==> src/rtl/hba_pkg.sv <==
`default_nettype none
package hba_pkg;

	typedef enum logic [1:0] {
		ACT_BEGIN = 2'd0,
		ACT_LOAD  = 2'd1,
		ACT_GEOM  = 2'd2,
		ACT_END   = 2'd3
	} action_t;

	typedef enum logic [1:0] {
		ST_OK       = 2'd0,
		ST_UNDER    = 2'd1,
		ST_OVER     = 2'd2,
		ST_NO_GROUP = 2'd3
	} status_t;

	localparam logic signed [31:0] Q_MAX = 32'sh7FFF_FFFF;
	localparam logic signed [31:0] Q_MIN = 32'sh8000_0000;
	localparam int NUM_ROWS = 3;

	typedef struct packed {
		logic [1:0]         action;
		logic [1:0]         row;
		logic signed [31:0] coef_0;
		logic signed [31:0] coef_1;
		logic signed [31:0] coef_2;
		logic signed [31:0] coef_3;
		logic signed [31:0] box_min_x;
		logic signed [31:0] box_min_y;
		logic signed [31:0] box_min_z;
		logic signed [31:0] box_max_x;
		logic signed [31:0] box_max_y;
		logic signed [31:0] box_max_z;
	} in_item_t;

	typedef struct packed {
		logic [1:0]         status;
		logic [6:0]         level;
		logic               has_geometry;
		logic signed [31:0] out_min_x;
		logic signed [31:0] out_min_y;
		logic signed [31:0] out_min_z;
		logic signed [31:0] out_max_x;
		logic signed [31:0] out_max_y;
		logic signed [31:0] out_max_z;
	} out_item_t;

	typedef struct packed {
		logic signed [31:0] lo_x;
		logic signed [31:0] lo_y;
		logic signed [31:0] lo_z;
		logic signed [31:0] hi_x;
		logic signed [31:0] hi_y;
		logic signed [31:0] hi_z;
	} box_t;

	// controller to datapath
	typedef struct packed {
		logic       capture;    // latch the input transaction
		logic       load_row;   // write matrix row
		logic       corner_mul; // multiply stage for corner
		logic [2:0] corner;
		logic       corner_acc; // sum and widen accumulator
		logic       acc_init;   // seed accumulator from top entry
		logic       push;       // write empty box at top
		logic       pop_rd;     // read popped entry
		logic       merge;      // widen parent with popped box
		logic       top_wr;     // write accumulator back to top
	} hba_cmd_t;

endpackage
`default_nettype wire

==> src/rtl/hba_ctrl.sv <==
`default_nettype none
module hba_ctrl #(
	parameter int DEPTH  = 64,
	parameter int ADDR_W = 6,
	parameter int CNT_W  = 7
) (
	input  wire                 clk,
	input  wire                 arst_n,
	input  wire                 start,
	input  wire hba_pkg::in_item_t item_q,
	input  wire hba_pkg::box_t  rd_box_q,
	output logic                busy,
	output hba_pkg::hba_cmd_t   cmd,
	output logic [ADDR_W-1:0]   rd_addr,
	output logic [ADDR_W-1:0]   wr_addr,
	output logic                done,
	output hba_pkg::out_item_t  result
);

	typedef enum logic [9:0] {
		S_IDLE   = 10'b0000000001,
		S_DECODE = 10'b0000000010,
		S_GRD    = 10'b0000000100,
		S_GMUL   = 10'b0000001000,
		S_GWB    = 10'b0000010000,
		S_PRD    = 10'b0000100000,
		S_PCHK   = 10'b0001000000,
		S_MRD    = 10'b0010000000,
		S_MWB    = 10'b0100000000,
		S_DONE   = 10'b1000000000
	} state_t;

	state_t state_q, state_d;
	logic [CNT_W-1:0] cnt_q;
	logic [3:0] k_q;
	logic [1:0] st_q;
	logic geo_q;
	hba_pkg::box_t box_q;

	assign busy = (state_q != S_IDLE);
	assign done = (state_q == S_DONE);

	// command decode per state
	always_comb begin
		cmd = '0;
		cmd.capture = start && !busy;
		cmd.corner = k_q[2:0];
		rd_addr = ADDR_W'(cnt_q - CNT_W'(1));
		wr_addr = ADDR_W'(cnt_q - CNT_W'(1));
		state_d = state_q;
		unique case (state_q)
			S_IDLE: if (start) state_d = S_DECODE;
			S_DECODE: begin
				unique case (hba_pkg::action_t'(item_q.action))
					hba_pkg::ACT_BEGIN: begin
						wr_addr = ADDR_W'(cnt_q);
						cmd.push = (cnt_q < CNT_W'(DEPTH));
						state_d = S_DONE;
					end
					hba_pkg::ACT_LOAD: begin
						cmd.load_row = 1'b1;
						state_d = S_DONE;
					end
					hba_pkg::ACT_GEOM: state_d = (cnt_q == '0) ? S_DONE : S_GRD;
					default: state_d = (cnt_q == '0) ? S_DONE : S_PRD;
				endcase
			end
			S_GRD: begin
				cmd.acc_init = 1'b1;
				cmd.corner_mul = 1'b1;
				state_d = S_GMUL;
			end
			S_GMUL: begin
				cmd.corner_acc = 1'b1;
				cmd.corner_mul = (k_q < 4'd8);
				if (k_q == 4'd8) state_d = S_GWB;
			end
			S_GWB: begin
				cmd.top_wr = 1'b1;
				state_d = S_DONE;
			end
			S_PRD: state_d = S_PCHK;
			S_PCHK: begin
				rd_addr = ADDR_W'(cnt_q - CNT_W'(2));
				state_d = (rd_box_q.hi_x >= rd_box_q.lo_x && cnt_q > CNT_W'(1)) ?
					S_MRD : S_DONE;
			end
			S_MRD: begin
				// count already decremented: popped child sits at cnt
				rd_addr = ADDR_W'(cnt_q);
				cmd.acc_init = 1'b1;
				state_d = S_MWB;
			end
			S_MWB: begin
				rd_addr = ADDR_W'(cnt_q - CNT_W'(1));
				cmd.merge = 1'b1;
				state_d = S_DONE;
			end
			S_DONE: begin
				wr_addr = ADDR_W'(cnt_q - CNT_W'(1));
				cmd.top_wr = 1'b0;
				state_d = S_IDLE;
			end
			default: state_d = S_IDLE;
		endcase
	end

	// merge write-back happens in the cycle after S_MWB (S_DONE)
	logic merge_wb_q;

	always_ff @(posedge clk or negedge arst_n) begin
		if (!arst_n) begin
			state_q <= S_IDLE;
			cnt_q <= '0;
			k_q <= '0;
			st_q <= '0;
			geo_q <= 1'b0;
			merge_wb_q <= 1'b0;
		end else begin
			state_q <= state_d;
			merge_wb_q <= (state_q == S_MWB);
			if (state_q == S_GRD) k_q <= 4'd1;
			else if (state_q == S_GMUL) k_q <= k_q + 4'd1;
			else if (state_q == S_DECODE) k_q <= '0;
			if (state_q == S_DECODE) begin
				geo_q <= 1'b0;
				st_q <= hba_pkg::ST_OK;
				unique case (hba_pkg::action_t'(item_q.action))
					hba_pkg::ACT_BEGIN:
						if (cnt_q < CNT_W'(DEPTH)) cnt_q <= cnt_q + CNT_W'(1);
						else st_q <= hba_pkg::ST_OVER;
					hba_pkg::ACT_LOAD: ;
					hba_pkg::ACT_GEOM:
						if (cnt_q == '0) st_q <= hba_pkg::ST_NO_GROUP;
					default:
						if (cnt_q == '0) st_q <= hba_pkg::ST_UNDER;
				endcase
			end
			if (state_q == S_PCHK) begin
				cnt_q <= cnt_q - CNT_W'(1);
				geo_q <= (rd_box_q.hi_x >= rd_box_q.lo_x);
			end
		end
	end

	always_ff @(posedge clk) begin
		if (state_q == S_PCHK) box_q <= rd_box_q;
	end

	// write back merged parent (cnt already decremented: parent at cnt-1)
	// done through the datapath top write in S_DONE
	always_comb begin
		result.status = st_q;
		result.level = 7'(cnt_q);
		result.has_geometry = geo_q;
		result.out_min_x = geo_q ? box_q.lo_x : '0;
		result.out_min_y = geo_q ? box_q.lo_y : '0;
		result.out_min_z = geo_q ? box_q.lo_z : '0;
		result.out_max_x = geo_q ? box_q.hi_x : '0;
		result.out_max_y = geo_q ? box_q.hi_y : '0;
		result.out_max_z = geo_q ? box_q.hi_z : '0;
	end

	assert property (@(posedge clk) disable iff (!arst_n) done |=> !done)
		else $error("done longer than one cycle");
	assert property (@(posedge clk) disable iff (!arst_n) cnt_q <= CNT_W'(DEPTH))
		else $error("stack count beyond depth");
	assert property (@(posedge clk) disable iff (!arst_n)
		(state_q == S_GMUL) |-> (k_q >= 4'd1 && k_q <= 4'd8))
		else $error("corner index out of range");
	assert property (@(posedge clk) disable iff (!arst_n)
		merge_wb_q |-> !cmd.push)
		else $error("push during merge");

endmodule
`default_nettype wire

==> config.mk <==
export PLATFORM = sky130hd
export DESIGN_NAME = hba_ctrl
export DESIGN_NICKNAME = d
export VERILOG_FILES = /design/src/rtl/hba_pkg.sv /design/src/rtl/hba_ctrl.sv
export SDC_FILE = /design/constraint.sdc
export NUM_CORES = 1
export LEC_CHECK = 0
export ABC_CLOCK_PERIOD_IN_PS = 5300
export BUFFER_PORTS_ARGS = -buffer_cell sky130_fd_sc_hd__buf_2
export CAP_MARGIN = 20
export CELL_PAD_IN_SITES_DETAIL_PLACEMENT = 2
export CELL_PAD_IN_SITES_GLOBAL_PLACEMENT = 2
export CORE_AREA = 2 2 287 289
export DETAILED_ROUTE_END_ITERATION = 8
export DIE_AREA = 0 0 289 291
export PLACE_DENSITY = 0.52
export SLEW_MARGIN = 10
export SYNTH_ARGS = -nofsm -noshare
export SYNTH_HDL_FRONTEND = slang
export SYNTH_SLANG_ARGS = --single-unit
export TNS_END_PERCENT = 100
==> constraint.sdc <==
create_clock -name clk -period 5.3 [get_ports clk]
set_input_delay 0.53 -clock clk [delete_from_list [all_inputs] [get_ports clk]]
set_output_delay 0.53 -clock clk [all_outputs]
set_load 0.02 [all_outputs]
# Word level (Yosys, flattened, before mapping)
# Index checks and enable logic that the tools add are counted.
dict set report word_totals {
  regBits 216
}
dict set report classes {
  addsub 4
  magnitude_cmp 4
  n_eq_ne 16
  mux 38
  n_reduce_logical 14
}
# operator n
set ops {}
lappend ops {{2-to-1 mux 32 bit} 6}
lappend ops {{case mux 10 bit (8 select lines)} 1}
lappend ops {{2-to-1 mux 10 bit} 5}
lappend ops {{>= comparator 32 bit} 1}
lappend ops {{2-to-1 mux 7 bit} 4}
lappend ops {{case mux 10 bit (2 select lines)} 1}
lappend ops {{2-to-1 mux 4 bit} 3}
lappend ops {{2-to-1 mux 6 bit} 2}
lappend ops {{case mux 6 bit (2 select lines)} 1}
lappend ops {{2-to-1 mux 1 bit} 11}
lappend ops {{== test 10 x 1 -> 1 bit (second input constant)} 1}
lappend ops {{== test 10 bit (second input constant)} 1}
lappend ops {{== test 10 x 2 -> 1 bit (second input constant)} 1}
lappend ops {{== test 10 x 3 -> 1 bit (second input constant)} 1}
lappend ops {{== test 10 x 4 -> 1 bit (second input constant)} 1}
lappend ops {{== test 10 x 5 -> 1 bit (second input constant)} 1}
lappend ops {{== test 10 x 6 -> 1 bit (second input constant)} 1}
lappend ops {{== test 10 x 7 -> 1 bit (second input constant)} 1}
lappend ops {{== test 10 x 8 -> 1 bit (second input constant)} 1}
lappend ops {{== test 10 x 9 -> 1 bit (second input constant)} 1}
lappend ops {{inequality test 10 x 1 -> 1 bit (second input constant)} 1}
lappend ops {{adder 7 x 1 -> 7 bit (second input constant)} 1}
lappend ops {{> comparator 7 x 1 -> 1 bit (second input constant)} 1}
lappend ops {{zero test 7 bit} 1}
lappend ops {{other kinds (20)} 27}

# Longest topological paths before layout
# Gate-level depths: netlist (run 1).
dict set report logic_depth {
  depth_word 5
  mapped_depth 9
  mapped_depth_nobuf 8
}

# Least setup slack after synthesis (run 1)
# OpenSTA, ideal clock, no wires.
dict set report synth_path {
  kind {register to output}
  startpoint {register state_q[5]}
  endpoint {output rd_addr[5]}
  arrival_ns 4.194
  t_required_ns 4.770
  path_slack_ns 0.576
  path_stages_with_launch 7
  path_cell_list {dfrtp_1 -> nor4_4 -> nand4_1 -> inv_2 -> o211ai_1 -> nor3_1 -> xor2_1}
}
dict set report synth_between {
  elab_chain_cells 2
  elab_cells_between_ends 3
}
# element line_no
set synth_rtl {}
lappend synth_rtl {{start, declared} hba_ctrl.sv:33} ;# state_t state_q, state_d;
lappend synth_rtl {{start signal, assigned} hba_ctrl.sv:120} ;# state_q <= state_d;
lappend synth_rtl {{== test 10 x 8 -> 1 bit / == test 10 x 7 -> 1 bit (equally long branches)} hba_ctrl.sv:51} ;# unique case (state_q)
lappend synth_rtl {{case mux 6 bit (2 select lines) *} hba_ctrl.sv:51}
lappend synth_rtl {{end, declared} hba_ctrl.sv:14} ;# output logic [ADDR_W-1:0] rd_addr,
# Every way passes the cells marked *; elsewhere a longest branch is shown, timed or not.

# Worst setup path in the final report (run 1)
dict set report layout_path {
  startpoint {register state_q[1]}
  endpoint {output wr_addr[3]}
}
dict set report layout_between {
  elab_chain_cells 2
}
# element line_no
set layout_rtl {}
lappend layout_rtl {{== test 10 x 2 -> 1 bit} hba_ctrl.sv:51}
lappend layout_rtl {{2-to-1 mux 6 bit} n/a}
lappend layout_rtl {{end, declared} hba_ctrl.sv:15} ;# output logic [ADDR_W-1:0] wr_addr,
# No other way between the ends.

==> flow_metrics.py, run 1 <==
metrics = {
    "floorplan": {
        "initial_core_util_pct": 11.9,
        "die_w_um": 289,
        "core_area_um2": 81200,
        "io_pins": 747,
        "die_height_um": 291,
        "dieArea_um2": 84100,
        "std_cell_rows": 105,
    },
    "logic_synthesis": {
        "syn_area_per_cell_um2": 13.5,
        "syn_area_um2": 9670,
        "syn_inst": 717,
        "ys_ff_latch": 216,
        "synth_async_sr_flop_share_pct": 11.1,
        "yosysSeqAreaShare_pct": 65.9,
        "yosys_warnings": 0,
        "ys_types": 65,
        "synth_edf_count": 192,
        "synth-main-ff-cell": "edfxtp_1",
        "synth_fp_nets": 1277,
    },
    "timing": {
        "tightest_slew_ns": 0.993,
        "finalCritPeriodShare_pct": 66.5,
        "tns_ns": 0,
        "rsz0062_at_grt": "no",
        "fin_crit_ns": 3.53,
        "setup_viol": 0,
        "fmax_ghz": 0.284,
        "slew_violations": 0,
        "skew_ns": 0.0275,
        "relSlewSlack_pct": 33.8,
        "hold_viol": 0,
        "whs_ns": 0.116,
        "fin_ws_ns": 1.77,
    },
    "cells_and_area": {
        "multi_input_area_um2": 2950,
        "area_growth_syn_to_layout_pct": 44.0,
        "drive_gt1_share_pct": 41.9,
        "fillers": 9298,
        "final_nets": 1700,
        "instances_no_fill": 2234,
        "final_util_pct": 17.1,
        "regArea_um2": 6370,
    },
    "routing": {
        "drt_wl_total_um": 39400,
        "num_vias": 7312,
        "drtPass1Iterations": 6,
        "post_drt_via_cell_ratio": 3.27,
        "drc_errors": 0,
        "postRouteAntennaNets": 0,
        "drt_iter0_markers": 192,
        "drt-wirelength-per-cell_um": 17.6,
    },
    "pwr": {
        "ir_drop_mv": 0.203,
        "p_leak_uw": 0.00594,
        "p_per_area_nw_per_um2": 409,
    },
    "setup_path": {
        "critPathTopFamily": "simple AND/OR/NAND/NOR gates",
        "reg2reg_slack_ns": 2.47,
        "cp.depth": 6,
        "arrival_ns": 3.00,
        "critPathMaxStageDelay_ns": 0.67,
        "worstSetupEndpointType": "output port",
        "worstPathCellList": "nor3b_2 -> nand4_4 -> nor3_1 -> nor2_1 -> xor2_1 -> buf_2",
        "crit_start": "state_q[1]$_DFFE_PN0P_",
        "crit_buf_inv": 1,
        "critPathMaxFanout": 13,
        "endpoint": "wr_addr[3]",
        "reg2reg_depth": 5,
        "cp_slowest_cell": "dfrtp_1",
        "r2r-end": "box_q[47]$_DFFE_PP_",
        "startpoint_type": "flop",
        "crit_type": "reg2out",
        "cp.required_ns": 4.77,
        "timing.rr.start": "state_q[4]$_DFFE_PN0P_",
    },
    "clocking": {
        "clkSinkCount": 216,
        "root_buffer": "clkbuf_16",
        "postCtsResizedCells": 0,
        "cts_tree": "built",
        "cts_buffers": 29,
        "cts.reportedPaths.clkPinSlew_ns": 0.06,
        "clk_latency_ns": 0.59,
        "cts.htree.levels": 1,
        "clockBufferDepth": 3,
    },
    "grt": {
        "grt_overflow": 0,
        "met1_usage_pct": 10.7,
        "antenna_found_initial": 10,
        "grt_pass1_wl_um": 54900,
        "grt_usage_pct": 8.86,
        "globalRouteMet2Util_pct": 14.1,
        "busiest_layer": "met2",
        "grt_pass1_vias": 7930,
        "grt_max_degree": 148,
        "met3_usage_pct": 3.77,
    },
    "hold_path": {
        "hp-class": "in2reg",
    },
    "placement": {
        "dp.cells": 2178,
        "pre_cts_ws_ns": 1.63,
        "gp_congestion": 0.734,
        "portBuffers": 423,
        "place_hpwl_um": 31100,
    },
    "job": {
        "max_cap_violations": 0,
    },
    "status": {
        "outcome": "finished, final reports clean",
    },
}
==> worst register-to-register path, delay by kind of cell (launching register included) <==
kind	cells	cell delay [ns]
and+or+nand+nor	2	0.60
buffers and inverters	3	1.12
DFF	1	0.44
==> cell type report <==
class	instances	share of cell area [%]
antenna	4	0.0719
timing repair buffer	427	15.6
clock buffer	37	5.43
tap	1070	9.62
sequential	216	45.8
inverter	43	1.21
multi-input combinational	423	21.2
clock inverter	14	1.10
==> synth_stat cells, types with 7 or more instances <==
| library cell | number | area [um2] |
|---|---|---|
| o21ai_0 | 17 | 85.1 |
| dfrtp_1 | 23 | 576 |
| edfxtp_1 | 192 | 5770 |
| nand2_1 | 19 | 71.3 |
| nand3_1 | 8 | 40.0 |
| nand4_1 | 7 | 43.8 |
| a21oi_1 | 21 | 105 |
| xnor2_1 | 11 | 96.3 |
| ha_1 | 41 | 513 |
| nor2_1 | 18 | 67.6 |
| inv_1 | 42 | 158 |
| clkbuf_1 | 23 | 86.3 |
| nor3_1 | 7 | 35.0 |
| and2_1 | 195 | 1220 |
==> flip-flops by register name (all words and copies together), names as in the netlist <==
signal and flops:
box_q 192, cnt_q 7, geo_q 1, k_q 4, st_q 2, state_q 10
==> metrics by stage <==
step / power (uW) / cell area (um2)
2_1_floorplan: 3070 / 9670
3_3_place_gp: 3860 / 13000
3_5_place_dp: 3870 / 13000
4_1_cts: 5870 / 13900
5_1_grt: 6030 / 13900
6_report: 5690 / 13900
==> placed cells by master, fill, tap and decap left out, drive strengths merged, types with 19 or more instances in the layout <==
| cell | instances |
|---|---|
| nor2 | 20 |
| and2 | 196 |
| clkbuf | 37 |
| edfxtp | 192 |
| buf | 426 |
| ha | 41 |
| nand2 | 19 |
| a21oi | 21 |
| inv | 44 |
| dfrtp | 23 |
==> routing by layer <==
layer | up-vias | part of all wire, %
li1 | 3370 | -
met3 | 64 | 11
met2 | 358 | 43
met1 | 3508 | 42
met5 | - | 0.22
met4 | 12 | 3.2
==> repair_timing <==
| item | in CTS | in global routing |
|---|---|---|
| hold buffers | 1 | 0 |
| endpoints found under the hold margin | 23 | 0 |
| buffers inserted | 0 | 0 |
==> worst min-delay path by stage <==
stage | from | slack, ns | depth (start not counted) | endpoint
5_1_grt | rd_box_q[97] | 0.08 | 1 | box_q[97]$_DFFE_PP_
4_1_cts | rd_box_q[97] | 0.06 | 1 | box_q[97]$_DFFE_PP_
3_5_place_dp | st_q[1]$_DFFE_PN0P_ | 0.50 | 1 | st_q[1]$_DFFE_PN0P_
2_1_floorplan | arst_n | 0.23 | 0 | cnt_q[0]$_DFFE_PN0P_
6_report | rd_box_q[5] | 0.12 | 1 | box_q[5]$_DFFE_PP_
3_3_place_gp | st_q[1]$_DFFE_PN0P_ | 0.50 | 1 | st_q[1]$_DFFE_PN0P_
==> cell families after synthesis <==
kind of cell | count (synthesis) | share of synthesized area, %
AND/OR/NAND/NOR | 294 | 19.0
XOR/XNOR | 16 | 1.45
multiplexers | 2 | 0.233
other | 1 | 0.0388
adder cells (fa/ha/maj) | 41 | 5.31
flip-flops | 216 | 65.9
buffers and inverters | 78 | 3.60
AO/OA/AOI/OAI | 69 | 4.54
==> where the power goes <==
| part | total [uW] | leakage [uW] | internal, uW | switching, uW |
|---|---|---|---|---|
| Clock | 1920 | 0.000444 | 1140 | 778 |
| Sequential | 2020 | 0.00204 | 1890 | 128 |
| Combinational | 1760 | 0.00346 | 607 | 1150 |
| Total | 5690 | 0.00594 | 3640 | 2050 |
Note: power is estimated with default switching activity, not from simulation.
==> run 2: changes to the inputs <==
- ABC_CLOCK_PERIOD_IN_PS: 5300 -> 3700
- clock period: 5.3 -> 3.7 ns (I/O delays scaled with it)
==> flow_metrics.py, run 2 (synthesis gave the netlist of run 1 again) <==
metrics = {
    "placement": {
        "place_hpwl_um": 31700,
        "gp_congestion": 0.732,
        "portBuffers": 423,
        "place_area_um2": 13000,
    },
    "setup_path": {
        "startpoint_type": "flop",
        "arrival_ns": 3.03,
        "cp.required_ns": 3.33,
        "worstSetupEndpointType": "output port",
        "critPathMaxFanout": 47,
        "crit_type": "reg2out",
    },
    "status": {
        "outcome": "finished, final reports clean",
    },
    "cells_and_area": {
        "reg_top3": "box_q (192), state_q (10), cnt_q (7)",
        "regMostFlops": "box_q",
        "largest_reg_flops": 192,
        "area_growth_syn_to_layout_pct": 63.4,
        "drive_gt1_share_pct": 36.6,
        "final_util_pct": 19.5,
        "final_cell_mix": "buf_2 (423), and2_1 (195), edfxtp_1 (192)",
        "final_nets": 1884,
        "final_common_cell": "buf_2",
        "stdcell_area_um2": 15800,
    },
    "timing": {
        "finalCritPeriodShare_pct": 91.9,
        "relSlewSlack_pct": 45.2,
        "tns_ns": 0,
        "fin_crit_ns": 3.40,
        "tightest_slew_ns": 0.822,
        "skew_ns": 0.0203,
        "slew_violations": 0,
        "fmax_ghz": 0.294,
        "rsz0062_at_grt": "no",
        "setup_viol": 0,
        "hold_viol": 0,
        "whs_ns": 0.0261,
    },
    "grt": {
        "grt_usage_pct": 9.70,
        "grt_pass1_vias": 9093,
        "grt_pass1_wl_um": 60800,
        "grt_overflow": 0,
        "grt_max_degree": 108,
        "antenna_found_initial": 10,
    },
    "routing": {
        "drtPass1Iterations": 4,
        "drt_wl_total_um": 42200,
        "drc_errors": 0,
        "postRouteAntennaNets": 0,
        "drt_iter0_markers": 155,
        "post_drt_via_cell_ratio": 3.33,
        "drt-wirelength-per-cell_um": 17.4,
        "num_vias": 8066,
    },
    "floorplan": {
        "dieArea_um2": 84100,
        "io_pins": 747,
        "std_cell_rows": 105,
        "die_w_um": 289,
        "core_area_um2": 81200,
        "die_height_um": 291,
        "initial_core_util_pct": 11.9,
    },
    "pwr": {
        "p_per_area_nw_per_um2": 535,
        "ir_drop_mv": 0.325,
        "p_leak_uw": 0.00673,
    },
    "clocking": {
        "cts_tree": "built",
        "postCtsResizedCells": 0,
        "cts.reportedPaths.clkPinSlew_ns": 0.05,
        "cts_buffers": 29,
        "clk_latency_ns": 0.59,
        "cts.htree.levels": 1,
        "clkSinkCount": 216,
        "root_buffer": "clkbuf_16",
        "clockBufferDepth": 3,
    },
    "hold_path": {
        "hp-class": "in2reg",
    },
    "job": {
        "max_cap_violations": 0,
    },
}
## run 2: cell count changes in the layout (fill, tap and decap cells not counted), moves of 2 or more
cell,delta
diode_2,+2
dlygate4sd3_1,+179
clkbuf_1,+3
clkinv_1,-3
clkbuf_16,+2
clkinv_2,-2
buf_4,+5
## run 2: layer usage
layer	track usage (%)	wire, um
met5	0	48
met4	2.58	1190
met3	3.02	3460
met2	16.4	19500
met1	11.8	18000
## run 2: critical path: stages (launching register included)
cell and delay, ns:
dfrtp_1 0.43, nor4_4 0.46, nand4_1 0.33, inv_8 0.37
o211ai_1 0.26, nor3_1 0.23, xor2_1 0.17, buf_2 0.19
## run 2: where the power goes
group          switching, uW  leakage [uW]  internal, uW
clock network           1140      0.000457          1690
logic                   1740       0.00423          1010
registers                161       0.00204          2700
total                   3040       0.00673          5410
## run 2: area by class of cell
| class | count | area (um2) |
|---|---|---|
| Clock buffer | 43 | 831 |
| Tap cell | 1070 | 1340 |
| Inverter | 43 | 169 |
| Fill cell | 9163 | 65400 |
| Clock inverter | 10 | 118 |
| Timing Repair Buffer | 611 | 4000 |
| Multi-Input combinational cell | 423 | 2950 |
| Antenna cell | 6 | 15.0 |
| Sequential cell | 216 | 6370 |
## run 2: path summary, 6_finish.rpt
kind	start	endpoint	slack [ns]	cells after the start
setup / recovery	state_q[4]$_DFFE_PN0P_	rd_addr[5]	0.30	7
hold / removal	rd_box_q[95]	box_q[95]$_DFFE_PP_	0.03	1
setup reg to reg	state_q[4]$_DFFE_PN0P_	cnt_q[2]$_DFFE_PN0P_	0.97	6
hold reg to reg	st_q[1]$_DFFE_PN0P_	st_q[1]$_DFFE_PN0P_	0.54	1
max in group asynchronous	arst_n	geo_q$_DFFE_PN0P_	2.89	2
min in group asynchronous	arst_n	k_q[2]$_DFFE_PN0P_	0.34	2
## run 2: per-stage QoR
step           cells  worst slack (ns)  total power, uW
2_1_floorplan    717            0.0647             4400
3_3_place_gp    2183             0.553             5540
3_5_place_dp    2183             0.565             5560
4_1_cts         2416             0.221             8640
5_1_grt         2418           0.00311             8930
6_report        2422             0.298             8450
## run 2: repair_timing
| item | CTS | global route |
|---|---|---|
| hold buffers | 180 | 0 |
| endpoints found under the hold margin | 202 | 0 |
| buffers inserted | 0 | 0 |
==> run 3: changes to the inputs <==
- ABC_CLOCK_PERIOD_IN_PS: 3700 -> 3600
- clock period: 3.7 -> 3.6 ns (I/O delays scaled with it)
==> flow_metrics.py, run 3 (synthesis gave the netlist of run 1 again) <==
metrics = {
    "status": {
        "outcome": "finished, final reports clean",
    },
    "setup_path": {
        "arrival_ns": 2.83,
        "cp.required_ns": 3.24,
        "critPathMaxStageDelay_ns": 0.66,
        "crit_type": "reg2out",
        "worstSetupEndpointType": "output port",
        "worstPathCellList": "nor3b_2 -> nand4_4 -> or3_2 -> a21oi_1 -> buf_2",
        "startpoint_type": "flop",
        "cp_slowest_cell": "dfrtp_1",
        "reg2reg_slack_ns": 1.02,
        "critPathMaxFanout": 13,
    },
    "clocking": {
        "clkSinkCount": 216,
        "clockBufferDepth": 3,
        "cts_buffers": 28,
        "cts.htree.levels": 1,
        "root_buffer": "clkbuf_16",
        "clk_latency_ns": 0.58,
        "cts_tree": "built",
        "cts.reportedPaths.clkPinSlew_ns": 0.06,
    },
    "timing": {
        "fin_crit_ns": 3.19,
        "slew_violations": 0,
        "tns_ns": 0,
        "fmax_ghz": 0.313,
        "relSlewSlack_pct": 46.9,
        "skew_ns": 0.00879,
        "tightest_slew_ns": 0.797,
        "fin_ws_ns": 0.408,
        "rsz0062_at_grt": "no",
        "finalCritPeriodShare_pct": 88.7,
        "hold_viol": 0,
        "setup_viol": 0,
    },
    "job": {
        "max_cap_violations": 0,
    },
    "cells_and_area": {
        "antenna_cells": 0,
        "reg_top3": "box_q (192), state_q (10), cnt_q (7)",
        "drive_gt1_share_pct": 36.0,
        "final_common_cell": "buf_2",
        "fillers": 9154,
        "regMostFlops": "box_q",
        "final_cell_mix": "buf_2 (423), and2_1 (195), edfxtp_1 (192)",
        "final_nets": 1889,
        "largest_reg_flops": 192,
        "area_growth_syn_to_layout_pct": 63.2,
    },
    "floorplan": {
        "die_w_um": 289,
        "std_cell_rows": 105,
        "dieArea_um2": 84100,
        "io_pins": 747,
        "initial_core_util_pct": 11.9,
        "core_area_um2": 81200,
        "die_height_um": 291,
    },
    "grt": {
        "grt_pass1_vias": 9038,
        "antenna_found_initial": 4,
        "grt_pass1_wl_um": 59700,
        "grt_usage_pct": 9.46,
        "grt_overflow": 0,
        "grt_max_degree": 125,
    },
    "routing": {
        "drt-wirelength-per-cell_um": 17.2,
        "num_vias": 8068,
        "post_drt_via_cell_ratio": 3.33,
        "postRouteAntennaNets": 0,
        "drc_errors": 0,
        "drtPass1Iterations": 4,
        "drt_wl_total_um": 41600,
        "drt_iter0_markers": 200,
    },
    "pwr": {
        "p_per_area_nw_per_um2": 539,
        "ir_drop_mv": 0.329,
        "p_leak_uw": 0.00671,
    },
    "placement": {
        "gp_congestion": 0.713,
        "portBuffers": 423,
        "pre_cts_ws_ns": 0.180,
        "place_hpwl_um": 30700,
    },
    "hold_path": {
        "hp-class": "in2reg",
    },
}
run 3: cell types whose count changed in the layout (fill, tap and decap cells not counted), moves of 2 or more:
cell / previous run / this run
dlygate4sd3_1: 180 / 187
clkbuf_16: 31 / 28
clkinv_1: 3 / 10
diode_2: 6 / 0
clkbuf_1: 11 / 9
run 3: path summary, 6_finish.rpt:
| kind | depth (start not counted) | to | from |
|---|---|---|---|
| max | 5 | wr_addr[1] | state_q[1]$_DFFE_PN0P_ |
| min | 1 | box_q[8]$_DFFE_PP_ | rd_box_q[8] |
| max reg2reg | 5 | box_q[119]$_DFFE_PP_ | state_q[4]$_DFFE_PN0P_ |
| min reg2reg | 2 | st_q[0]$_DFFE_PN0P_ | st_q[0]$_DFFE_PN0P_ |
| max in group asynchronous | 2 | geo_q$_DFFE_PN0P_ | arst_n |
| min in group asynchronous | 2 | k_q[0]$_DFFE_PN0P_ | arst_n |
run 3: per-layer routing:
layer  GRT usage (%)  wire, um  vias to the layer above
met5               0        26                        -
met4            3.03      1500                        4
met3            4.05      4420                       59
met2            15.8     18800                      363
met1            10.8     16800                     3892
li1                -         -                     3750
run 3: final cells by class:
cell class                      count  area, um2  area share (%)
Sequential cell                   216       6370            40.4
Timing Repair Buffer              617       4070            25.8
Multi-Input combinational cell    423       2960            18.7
Tap cell                         1070       1340            8.48
Clock buffer                       37        734            4.65
Inverter                           43        169            1.07
Clock inverter                     15        144           0.912
run 3: what timing repair did:
action,4_1_cts,5_1_grt
gates resized for setup,0,1
endpoints found under the hold margin,209,0
hold buffers,187,0
endpoints found under the setup margin,1,4
buffers inserted,0,2
pin swaps,1,1
run 3: where the power goes:
group	switching (uW)	leakage (uW)	internal (uW)
Clock	1150	0.000421	1580
Sequential	140	0.00204	2780
Combinational	1820	0.00426	1030
Total	3110	0.00671	5390
run 3: per-stage QoR:
| stage | hold WS, ns | std cells | total power, uW | area [um2] | utilization [%] |
|---|---|---|---|---|---|
| 6_report | 0.0479 | 2421 | 8500 | 15800 | 19.4 |
| 5_1_grt | 0.00242 | 2421 | 9010 | 15800 | 19.4 |
| 4_1_cts | 0.00800 | 2419 | 8700 | 15800 | 19.4 |
| 3_5_place_dp | 0.424 | 2180 | 5720 | 13000 | 16.0 |
| 3_3_place_gp | 0.418 | 2180 | 5690 | 13000 | 16.0 |
| 2_1_floorplan | 0.0644 | 717 | 4520 | 9670 | - |
run 3: critical path: cells and delay by family (launching register included):
family          cells  cell delay (ns)
compound gates      1             0.24
buf+inv             1             0.22
flops               1             0.66
simple gates        3             1.14
